==> config.mk <==
export PLATFORM = sky130hd
export DESIGN_NAME = vdit_hash
export DESIGN_NICKNAME = d
export VERILOG_FILES = /design/src/hw/rtl/vdit_pkg.sv /design/src/hw/rtl/vdit_hash.sv
export SDC_FILE = /design/constraint.sdc
export NUM_CORES = 2
export LEC_CHECK = 0
export BUFFER_PORTS_ARGS = -buffer_cell sky130_fd_sc_hd__clkbuf_2
export CAP_MARGIN = 40
export CELL_PAD_IN_SITES_DETAIL_PLACEMENT = 0
export CELL_PAD_IN_SITES_GLOBAL_PLACEMENT = 2
export CORE_UTILIZATION = 30
export DETAILED_ROUTE_END_ITERATION = 8
export PLACE_DENSITY_LB_ADDON = 0.1
export SYNTH_ARGS = -nofsm -noshare
export SYNTH_HDL_FRONTEND = slang
export SYNTH_SLANG_ARGS = --single-unit
==> constraint.sdc <==
create_clock -name i_clk -period 7 [get_ports i_clk]
set_clock_uncertainty 0.1 [all_clocks]
set_input_delay 1.05 -clock i_clk [delete_from_list [all_inputs] [get_ports i_clk]]
set_output_delay 1.05 -clock i_clk [all_outputs]
set_load 0.005 [all_outputs]
==> src/hw/rtl/vdit_pkg.sv <==
// shared constants, slot word type and helpers for the vertex dedup index table
`default_nettype none

package vdit_pkg;

    localparam int MAX_VERTICES = 4096;
    localparam int TABLE_SLOTS  = 8192;

    localparam int COORD_W = 32;
    localparam int IDX_W   = 12;
    localparam int SLOT_AW = $clog2(TABLE_SLOTS);
    localparam int COUNT_W = $clog2(MAX_VERTICES + 1);
    localparam int EPOCH_W = 4;

    localparam logic [EPOCH_W-1:0] EPOCH_NONE  = '0;
    localparam logic [EPOCH_W-1:0] EPOCH_FIRST = EPOCH_W'(1);
    localparam logic [EPOCH_W-1:0] EPOCH_LAST  = '1;

    localparam logic [COORD_W-1:0] NEG_ZERO = 32'h8000_0000;
    localparam logic [COORD_W-1:0] HASH_KX  = 32'h9E37_79B1;
    localparam logic [COORD_W-1:0] HASH_KY  = 32'h85EB_CA77;
    localparam logic [COORD_W-1:0] HASH_KZ  = 32'hC2B2_AE3D;

    // one table slot: an entry is live only when its epoch matches the current one
    typedef struct packed {
        logic [EPOCH_W-1:0] epoch;
        logic [COORD_W-1:0] x;
        logic [COORD_W-1:0] y;
        logic [COORD_W-1:0] z;
        logic [IDX_W-1:0]   idx;
    } t_slot;

    localparam int SLOT_W = $bits(t_slot);

    function automatic logic [COORD_W-1:0] fold_zero(input logic [COORD_W-1:0] v);
        fold_zero = (v == NEG_ZERO) ? '0 : v;
    endfunction

endpackage

`default_nettype wire

==> src/hw/rtl/vdit_hash.sv <==
// two-step key hash: registered products, then xor fold down to a slot address
`default_nettype none

module vdit_hash (
    input  wire logic                         i_clk,
    input  wire logic [vdit_pkg::COORD_W-1:0] i_x,
    input  wire logic [vdit_pkg::COORD_W-1:0] i_y,
    input  wire logic [vdit_pkg::COORD_W-1:0] i_z,
    output logic      [vdit_pkg::SLOT_AW-1:0] o_slot
);

    logic [vdit_pkg::COORD_W-1:0] n_px, n_py, n_pz;
    logic [vdit_pkg::COORD_W-1:0] r_px, r_py, r_pz;
    logic [vdit_pkg::COORD_W-1:0] w_mix;
    logic [vdit_pkg::COORD_W-1:0] w_fold;

    // low 32 bits of each product only
    assign n_px = i_x * vdit_pkg::HASH_KX;
    assign n_py = i_y * vdit_pkg::HASH_KY;
    assign n_pz = i_z * vdit_pkg::HASH_KZ;

    always_ff @(posedge i_clk) begin
        r_px <= n_px;
        r_py <= n_py;
        r_pz <= n_pz;
    end

    assign w_mix  = r_px ^ r_py ^ r_pz;
    assign w_fold = w_mix ^ (w_mix >> 16);
    assign o_slot = w_fold[vdit_pkg::SLOT_AW-1:0];

endmodule

`default_nettype wire

==> impl_metrics.tcl <==
set metrics [dict create \
    viasPerCell 4.12 \
    wl_met1_um 34200 \
    grt_usage_pct 17.3 \
    grt_pass1_vias 19803 \
    cts_made_buffers 9 \
    dr.first_iter.drc_count 440 \
    synth_common_cells "inv_1 (955), ha_1 (530), fa_1 (518)" \
    wl_per_cell_um 17.2 \
    crit_start "i_y[13]" \
    setup_tns_ns 0 \
    arrival_ns 7.10 \
    portBuffers 100 \
    clk_pin_slew_worst_paths_ns 0.06 \
    synth_ff_type "dfxtp_1" \
    slew_headroom_pct 64.6 \
    drive_above_1_share_pct 16.2 \
    vias 17089 \
    yosysMostFrequentCell "inv_1" \
    cpMaxStageDelayCell "fa_1" \
    synthTopCellsByArea "fa_1 (40%), ha_1 (26%), inv_1 (14%), xnor2_1 (6.2%), dfxtp_1 (6.1%)" \
    cts_sinks 78 \
    dieArea_um2 87100 \
    crit_end "r_py[28]$_DFF_P_" \
    synth_nets 3728 \
    worst-path-stages 25 \
    path_delay_family "adder cells" \
    hp-class "in -> reg" \
    clock_path_buffers 2 \
    yosys.area_share.simple_pct 2.20 \
    met3RoutedLength_um 886 \
    grt_max_degree 15 \
    synth_compound_area_share_pct 4.19 \
    cap_violations 0 \
    start_kind "input pin" \
    met2WireLength_um 35400 \
    crit_type "in -> reg" \
    synth_top_cell_area_share_pct 40.3 \
    cts_tree "built" \
    core_area_um2 85100 \
    synth_top_family_by_area "adder cells" \
    firstDrtPassIters 6 \
    cpMostUsedCell "fa_1" \
    worstPathMaxFanout 5 \
    ioPinCount 110 \
    root_buffer "clkbuf_16" \
    drc 0 \
    cts_hold_buf 0 \
    antenna_found_initial 2 \
    fin_crit_sh_pct 99.2 \
    start_util_pct 30.3 \
    yosysUniqueCellTypes 43 \
    fin_crit_ns 6.94 \
    final_antenna_net_count 0 \
    synth_edf_count 0 \
    synth_xor_area_share_pct 7.65 \
    dpl_worst_slack_ns -0.566 \
    finalHoldViolations 0 \
    synth_mux_area_share_pct 0 \
    worst_pin_slew_ns 0.527 \
    slew_viol_final 0 \
    status "finished clean" \
    critPathMaxStageDelay_ns 0.53 \
    setup_violations 0 \
    syn_inst 2583 \
    final_area_um2 30600 \
    ys_seq_elements 78 \
    syn-cell-area_um2 25800 \
    yosysTopAreaCell "fa_1" \
    synth_seq_area_share_pct 6.06 \
    area_growth_syn_to_layout_pct 18.9 \
    ys_warn_count 0 \
    layout_setup_ws_ns 0.0556 \
    timing.fmax_ghz 0.144 \
    grt_setup_unrepaired "yes" \
    fp.dieW_um 295 \
    placed_cell_area_um2 29900 \
    fin_nets 4140 \
    endpoint_kind "flip-flop" \
    grt_pass1_wl_um 114000 \
    required_ns 7.16 \
    fp.dieH_um 295 \
    gp_congestion 0.825 \
    dpl.hpwl_um 67500 \
    avgSynthCellArea_um2 9.97 \
    synth_adder_area_share_pct 66.0 \
    grt-ovfl-total 0 \
    antenna_cells 0 \
    ys_async_sr_fraction_pct 0 \
    wl_um 71100 \
    rows 107 \
    top_layer "met4" \
    cp.buffers_inverters 8 \
    h-tree-depth 3 \
]
-- sequential cells by signal (all words and copies together) (netlist names) --
register,count
r_pz,26
r_py,26
r_px,26
-- placed cells by master, fill, tap and decap left out, types with 30 or more instances in the layout --
cell | synthesis | routed
clkbuf_2 | 0 | 97
nand2_1 | 31 | 30
inv_1 | 955 | 943
xor2_1 | 43 | 43
ha_1 | 530 | 523
xnor2_1 | 182 | 182
a21oi_1 | 49 | 41
fa_1 | 518 | 516
buf_4 | 0 | 295
dfxtp_1 | 78 | 78
-- logic make-up after synthesis --
group | Yosys count
fa+ha+maj | 1048
compound gates | 161
flops | 78
xor+xnor | 225
buf+inv | 955
simple gates | 116
-- per-stage QoR --
| stage | hold slack [ns] | utilization (%) | std cells |
|---|---|---|---|
| 3_5_place_dp | 1.28 | 35.2 | 4121 |
| 4_1_cts | 0.918 | 35.6 | 4137 |
| 6_report | 0.925 | 36.0 | 4144 |
| 2_1_floorplan | 0.978 | - | 2583 |
| 3_3_place_gp | 1.29 | 35.2 | 4121 |
| 5_1_grt | 0.923 | 36.0 | 4144 |
-- worst min path at each step --
| stage | startpoint | endpoint | slack, ns | cells past startpoint |
|---|---|---|---|---|
| floorplan | i_x[0] | r_px[0]$_DFF_P_ | 0.98 | 0 |
| global placement | i_x[1] | r_px[1]$_DFF_P_ | 1.29 | 2 |
| detailed placement | i_z[0] | r_pz[0]$_DFF_P_ | 1.28 | 1 |
| CTS | i_z[0] | r_pz[0]$_DFF_P_ | 0.92 | 1 |
| global route | i_z[0] | r_pz[0]$_DFF_P_ | 0.92 | 1 |
| finish | i_z[0] | r_pz[0]$_DFF_P_ | 0.93 | 1 |
-- cell type report --
cell class / instances / area, um2
tap: 1144 / 1430
inverter: 955 / 3600
fill: 8864 / 54500
clock inverter: 7 / 95.1
clock buffer: 9 / 225
timing repair buffer: 401 / 2830
sequential: 78 / 1560
multi-input combinational: 1550 / 20900
-- per-layer routing --
metal  GRT usage, %  vias up
met5              0        -
met4           1.85        0
met3           1.01       28
met2           30.7      121
met1           23.9     8482
li1               -     8458
-- timing repair --
action	CTS	global route
endpoints found under the setup margin	9	20
pin swaps	3	38
buffers inserted	0	7
gates resized for setup	9	71
cloned	0	0
Power is left out: the tool's default activity adds up to more than one toggle a clock period on the data nets, which glitch-free logic cannot reach.
