## src/hw/rtl/vdit_ram.sv

```systemverilog
// generic single-port ram with registered read
`default_nettype none

module vdit_ram #(
    parameter int WIDTH = 8,
    parameter int DEPTH = 16
) (
    input  wire logic                     i_clk,
    input  wire logic                     i_we,
    input  wire logic [$clog2(DEPTH)-1:0] i_addr,
    input  wire logic [WIDTH-1:0]         i_wdata,
    output logic      [WIDTH-1:0]         o_rdata
);

    logic [WIDTH-1:0] r_mem [DEPTH];
    logic [WIDTH-1:0] r_rdata;

    always_ff @(posedge i_clk) begin
        if (i_we) begin
            r_mem[i_addr] <= i_wdata;
        end
        r_rdata <= r_mem[i_addr];
    end

    assign o_rdata = r_rdata;

endmodule

`default_nettype wire

```

## config.mk

```make
export PLATFORM = sky130hd
export DESIGN_NAME = vdit_ram
export DESIGN_NICKNAME = d
export VERILOG_FILES = /design/src/hw/rtl/vdit_ram.sv
export SDC_FILE = /design/constraint.sdc
export NUM_CORES = 1
export LEC_CHECK = 0
export BUFFER_PORTS_ARGS = -buffer_cell sky130_fd_sc_hd__buf_2
export CAP_MARGIN = 10
export CORE_UTILIZATION = 55
export CTS_BUF_LIST = sky130_fd_sc_hd__clkbuf_8
export DETAILED_ROUTE_END_ITERATION = 7
export PLACE_DENSITY_LB_ADDON = 0.05
export RECOVER_POWER = 25
export SLEW_MARGIN = 15
export SYNTH_ARGS = -nofsm -noshare
export SYNTH_HDL_FRONTEND = slang
export SYNTH_SLANG_ARGS = --single-unit
```

## constraint.sdc

```tcl
create_clock -name i_clk -period 2.13 [get_ports i_clk]
set_clock_uncertainty 0.2 [all_clocks]
set_input_delay 0.213 -clock i_clk [delete_from_list [all_inputs] [get_ports i_clk]]
set_output_delay 0.213 -clock i_clk [all_outputs]
set_load 0.02 [all_outputs]
```

==> results of run 1 <==
power groups by stage:
stage          registers (W)  clock network (W)  logic (W)
2_1_floorplan        0.00308                  0   0.000154
3_3_place_gp         0.00306                  0   0.000294
3_5_place_dp         0.00307                  0   0.000301
4_1_cts              0.00301            0.00216   0.000314
5_1_grt              0.00301            0.00227   0.000335
6_report             0.00301            0.00211   0.000308
registers in the layout (all words and copies together), names as in the netlist:
name,count
r_mem,128
o_rdata,8
per-layer routing:
layer / vias to the layer above / track usage (%)
li1: 1079 / -
met1: 1255 / 29.59
met2: 56 / 32.77
met3: 6 / 4.939
met4: 0 / 8.741
met5: - / 0
cells in the final DEF, fill, tap and decap left out:
| cell | n |
|---|---|
| mux4_2 | 32 |
| nor2_1 | 13 |
| buf_12 | 3 |
| nand2_1 | 9 |
| buf_4 | 18 |
| clkinv_4 | 2 |
| clkbuf_8 | 18 |
| nand2b_1 | 2 |
| or3b_2 | 1 |
| inv_8 | 1 |
| nor2b_1 | 2 |
| bufinv_16 | 2 |
| dfxtp_1 | 8 |
| dlygate4sd3_1 | 8 |
| a22oi_1 | 16 |
| nand3b_1 | 2 |
| nor3_1 | 4 |
| buf_2 | 14 |
| inv_6 | 5 |
| edfxtp_1 | 128 |
| clkbuf_1 | 7 |
| nand3_1 | 1 |
| and2_1 | 1 |
| clkinvlp_4 | 4 |
through the flow:
stage	hold slack, ns	std cells	setup WS (ns)
final	0.2435	409	0.6027
after global routing	0.2696	409	0.5301
after CTS	0.2082	409	0.5958
after detailed placement	0.4126	369	0.2851
after global placement	0.3968	369	0.3022
after floorplan	0.1119	230	0.2240
kinds of logic (layout without fill, tap and decap cells):
group                  count (synthesis)  in the layout  share of synthesized area (%)
muxes                                 32             32                          14.22
DFF                                  136            136                          79.01
AOI/OAI and AO/OA                     16             16                          2.370
buffers and inverters                 11             82                          1.185
and+or+nand+nor                       35             35                          3.210
final cells by class:
class | instances | area, sq um | share of cell area (%)
clock inverter | 14 | 162.7 | 2.746
clock buffer | 18 | 247.7 | 4.182
sequential | 136 | 4004 | 67.58
timing repair buffer | 50 | 371.6 | 6.272
tap | 108 | 135.1 | 2.281
multi-input combinational | 83 | 1003 | 16.94
path summary, 6_finish.rpt:
kind	start	end	slack, ns
setup / recovery	r_mem[10][1]	o_rdata[1]	0.60
hold / removal	i_addr[2]	o_rdata[3]	0.24
setup reg to reg	r_mem[10][1]	o_rdata[1]	0.60
hold reg to reg	r_mem[12][7]	o_rdata[7]	0.47
worst reg2reg max path, cell delays in order, from the launching register on:
cell      delay [ns]
edfxtp_1        0.37
mux4_2          0.46
a22oi_1         0.29
nand2_1         0.08
==> impl_metrics.tcl, run 1 <==
set metrics [dict create \
    status "finished, violations left" \
    violations "DRC" \
    cts_buffers 17 \
    synthTopCellsByCount "128 x edfxtp_1, 32 x mux4_2, 16 x a22oi_1, 13 x nor2_1, 9 x nand2_1" \
    critical-path-slowest-cell "mux4_2" \
    synthCells 230 \
    final_util_pct 67.28 \
    yosysTopAreaCell "edfxtp_1" \
    maxCapViolations 0 \
    wl_per_cell_um 22.18 \
    track_usage_pct 21.19 \
    synth_edf_count 128 \
    synth-seq-area-share_pct 79.01 \
    yosysMostFrequentCell "edfxtp_1" \
    ys.warnings.count 0 \
    cp-end-kind "flop" \
    post-cts-setup-buffer-count 0 \
    power.internal_w 0.004222 \
    grt_pass1_vias 2509 \
    seqPwrFrac_pct 55.4 \
    portBuffers 21 \
    numClockSinks 136 \
    routed_via_density 5.858 \
    drt_wl_total_um 9071 \
    synth_top_area_share_pct 75.85 \
    core_sq_um 8806 \
    hold_buffers 8 \
    yosysUniqueCellTypes 18 \
    die_x_um 97.99 \
    cp.depth 3 \
    tightestPinTransition_ns 0.7147 \
    num_rows 34 \
    fin_crit_ns 1.527 \
    grt_max_degree 22 \
    cts_root_buf "clkbuf_8" \
    criticalPathCategory "flop to flop" \
    critPathMaxFanout 1 \
    syn_area_sq_um 5067 \
    die-area_sq_um 9601 \
    worst-path-buf-inv 0 \
    critPathMaxStageDelay_ns 0.46 \
    switching_share_pct 22.24 \
    combPwrFrac_pct 5.7 \
    worst-r2r-cell-count 3 \
    arrival_ns 1.62 \
    initial_core_util_pct 57.54 \
    ys_ff_latch 136 \
    top_layer_used "met4" \
    drive_gt1_share_pct 33.22 \
    dp_hpwl_um 5890 \
    layout_worst_path_cycle_share_pct 71.71 \
    total_power_w 0.005429 \
    first_pass_iters 6 \
    crit_family "multiplexers" \
    drt.antenna.violating_nets 0 \
    setup-violations-final 0 \
    grt_antenna_before_repair 0 \
    wl_met2_um 4510 \
    slew_headroom_pct 52.35 \
    wl_met1_um 4161 \
    cts.clk_slew.worst_paths_ns 0.08 \
    final_cell_area_sq_um 5924 \
    overflow 0 \
    ioPinCount 22 \
    hold_path_depth 5 \
    area_growth_pct 16.91 \
    placed_area_sq_um 5443 \
    max_freq_mhz 654.7 \
    synth_area_per_cell_sq_um 22.03 \
    cp.required_ns 2.22 \
    ir_drop_mv 0.5094 \
    async_reset_ff_share_pct 0 \
    cts_tree "built" \
    p_clk_share_pct 38.9 \
    grt_pass1_wl_um 14220 \
    remaining_drc_errors 1 \
    drt_iter0_drc 116 \
    critPathLaunchType "flop" \
    p_sw_w 0.001207 \
    finalMaxSlewViolations 0 \
    place_congestion 0.7592 \
    clock_latency_ns 0.42 \
    synth_top_flop_cell "edfxtp_1" \
    wl_met3_um 326 \
    rsz0062_at_grt "no" \
    cts_buffer_depth 2 \
    die_h_um 97.99 \
    crit_path_cell_trace "mux4_2, a22oi_1, nand2_1" \
    finalSetupTns_ns 0 \
    powerDensity_nw_per_um2 916.4 \
    vias 2396 \
    finalHoldViolations 0 \
    diodes 0 \
    hp-class "input port to flop" \
    nFillCells 580 \
    htree_levels 4 \
    cts_resized 0 \
    finalNetCount 302 \
    p_leak_nw 1.951 \
    synthesis.nets 244 \
    synth_area_leaders "edfxtp_1 76%, mux4_2 14%, dfxtp_1 3.2%, a22oi_1 2.4%, nor2_1 0.96%" \
]
(Power assumes the default switching activity.)
==> inputs of run 2 (changes only) <==
==> constraint.sdc (replaced) <==
create_clock -name i_clk -period 1.2 [get_ports i_clk]
set_clock_uncertainty 0.2 [all_clocks]
set_input_delay 0.12 -clock i_clk [delete_from_list [all_inputs] [get_ports i_clk]]
set_output_delay 0.12 -clock i_clk [all_outputs]
set_load 0.02 [all_outputs]
==> run 2 against run 1 <==
The flow finishes with violations (DRC, setup timing). Clock power up 60%. Wire length is 8.1% higher. Via count rose by 5.0%. Power rose by 74%. Sequential cell count unchanged. Critical path type unchanged. Largest power group unchanged.
==> impl_metrics.tcl, run 2 (synthesis results as in run 1) <==
set metrics [dict create \
    overflow 0 \
    cts.clk_slew.worst_paths_ns 0.08 \
    portBuffers 21 \
    grt_pass1_wl_um 15460 \
    cp-end-kind "flop" \
    crit_family "multiplexers" \
    tightestPinTransition_ns 0.9228 \
    arrival_ns 1.65 \
    drive_gt1_share_pct 50.31 \
    initial_core_util_pct 57.54 \
    max_freq_mhz 650.5 \
    grt_antenna_before_repair 0 \
    criticalPathCategory "flop to flop" \
    vias 2515 \
    cts_buffers 17 \
    p_leak_nw 2.181 \
    placedCellCount 389 \
    drt_wl_total_um 9807 \
    maxCapViolations 0 \
    htree_levels 4 \
    fin_cells 434 \
    layout_setup_ws_ns -0.3373 \
    placed_area_sq_um 5883 \
    finalMaxSlewViolations 0 \
    cp.depth 3 \
    mostFrequentLayoutCells "128 x edfxtp_1, 33 x buf_4, 32 x mux4_2, 18 x clkbuf_8, 14 x buf_12" \
    critical-path-slowest-cell "mux4_2" \
    worst-path-buf-inv 0 \
    die_x_um 97.99 \
    fin_crit_ns 1.537 \
    die_h_um 97.99 \
    dp_hpwl_um 6321 \
    track_usage_pct 23.01 \
    area_growth_pct 27.53 \
    finalHoldViolations 0 \
    largest_reg_flops 128 \
    critPathLaunchType "flop" \
    clock_latency_ns 0.43 \
    worst-r2r-cell-count 3 \
    grt_pass1_vias 2743 \
    powerDensity_nw_per_um2 1464 \
    setup-violations-final 8 \
    first_pass_iters 7 \
    rsz0062_at_grt "yes" \
    numClockSinks 136 \
    final_cell_area_sq_um 6462 \
    nFillCells 509 \
    slew_headroom_pct 38.35 \
    drt_iter0_drc 134 \
    violations "DRC, setup timing" \
    cts_tree "built" \
    cp.required_ns 1.31 \
    layout_worst_path_cycle_share_pct 128.1 \
    grt_max_degree 20 \
    hp-class "input port to flop" \
    critPathMaxStageDelay_ns 0.51 \
    hold_path_depth 4 \
    routed_via_density 5.795 \
    status "finished, violations left" \
    cts_buffer_depth 2 \
    core_sq_um 8806 \
    ir_drop_mv 0.9517 \
    num_rows 34 \
    diodes 0 \
    critPathMaxFanout 1 \
    crit_path_cell_trace "mux4_2, a22oi_2, nand2_1" \
    place_congestion 0.7609 \
    ioPinCount 22 \
    layout_commonest_cell "edfxtp_1" \
    die-area_sq_um 9601 \
    wl_per_cell_um 22.60 \
    regMostFlops "r_mem" \
    cts_root_buf "clkbuf_8" \
    drt.antenna.violating_nets 0 \
    finalNetCount 328 \
    remaining_drc_errors 1 \
]
-- run 2: repair_timing --
| action | CTS | global route |
|---|---|---|
| gates resized for setup | 28 | 1 |
| hold endpoints to repair | 128 | 0 |
| pin swaps | 9 | 2 |
| setup endpoints to repair | 16 | 33 |
| setup buffers | 0 | 6 |
| hold buffers | 8 | 0 |
-- run 2: layout make-up --
| type | instances | area (sq um) | share of cell area, % |
|---|---|---|---|
| Sequential cell | 136 | 4013 | 62.09 |
| Multi-Input combinational cell | 83 | 1199 | 18.55 |
| Timing Repair Buffer | 76 | 763.2 | 11.81 |
| Clock buffer | 18 | 247.7 | 3.833 |
| Tap cell | 108 | 135.1 | 2.091 |
| Clock inverter | 13 | 105.1 | 1.626 |
-- run 2: worst min-delay path: cells and delay by family --
kind / cells / cell delay, ns
AND/OR/NAND/NOR: 2 / 0.18
buffers and inverters: 2 / 0.28
-- run 2: stage by stage --
stage	power (W)	TNS [ns]	hold WS, ns	util [%]	worst slack (ns)
2_1_floorplan	0.005815	-11.89	0.01887	-	-0.2537
3_3_place_gp	0.006084	-51.76	0.3177	66.81	-0.6015
3_5_place_dp	0.006095	-52.24	0.3226	66.81	-0.6119
4_1_cts	0.009490	-2.170	0.1153	72.72	-0.3054
5_1_grt	0.009757	-2.785	0.1398	73.39	-0.3590
6_report	0.009461	-2.142	0.1301	73.39	-0.3373
-- run 2: final timing paths --
path / startpoint / to / slack [ns]
hold / removal: i_addr[2] / r_mem[6][1] / 0.13
setup reg to reg: r_mem[3][7] / o_rdata[7] / -0.34
hold reg to reg: r_mem[14][5] / o_rdata[5] / 0.48
setup / recovery: r_mem[3][7] / o_rdata[7] / -0.34
-- run 2: power by group --
part           switching, W  internal, W
logic              0.000380     0.000364
clock network       0.00171      0.00166
registers         0.0000340      0.00531
total               0.00212      0.00734
-- run 2: metal layers --
metal  up-vias  part of all wire [%]  global-route usage [%]
met4         0                  0.36                   6.876
met5         -                     0                       0
met3         4                   5.1                   6.013
met1      1302                    45                   32.29
met2        76                    50                   36.19
li1       1133                     -                       -
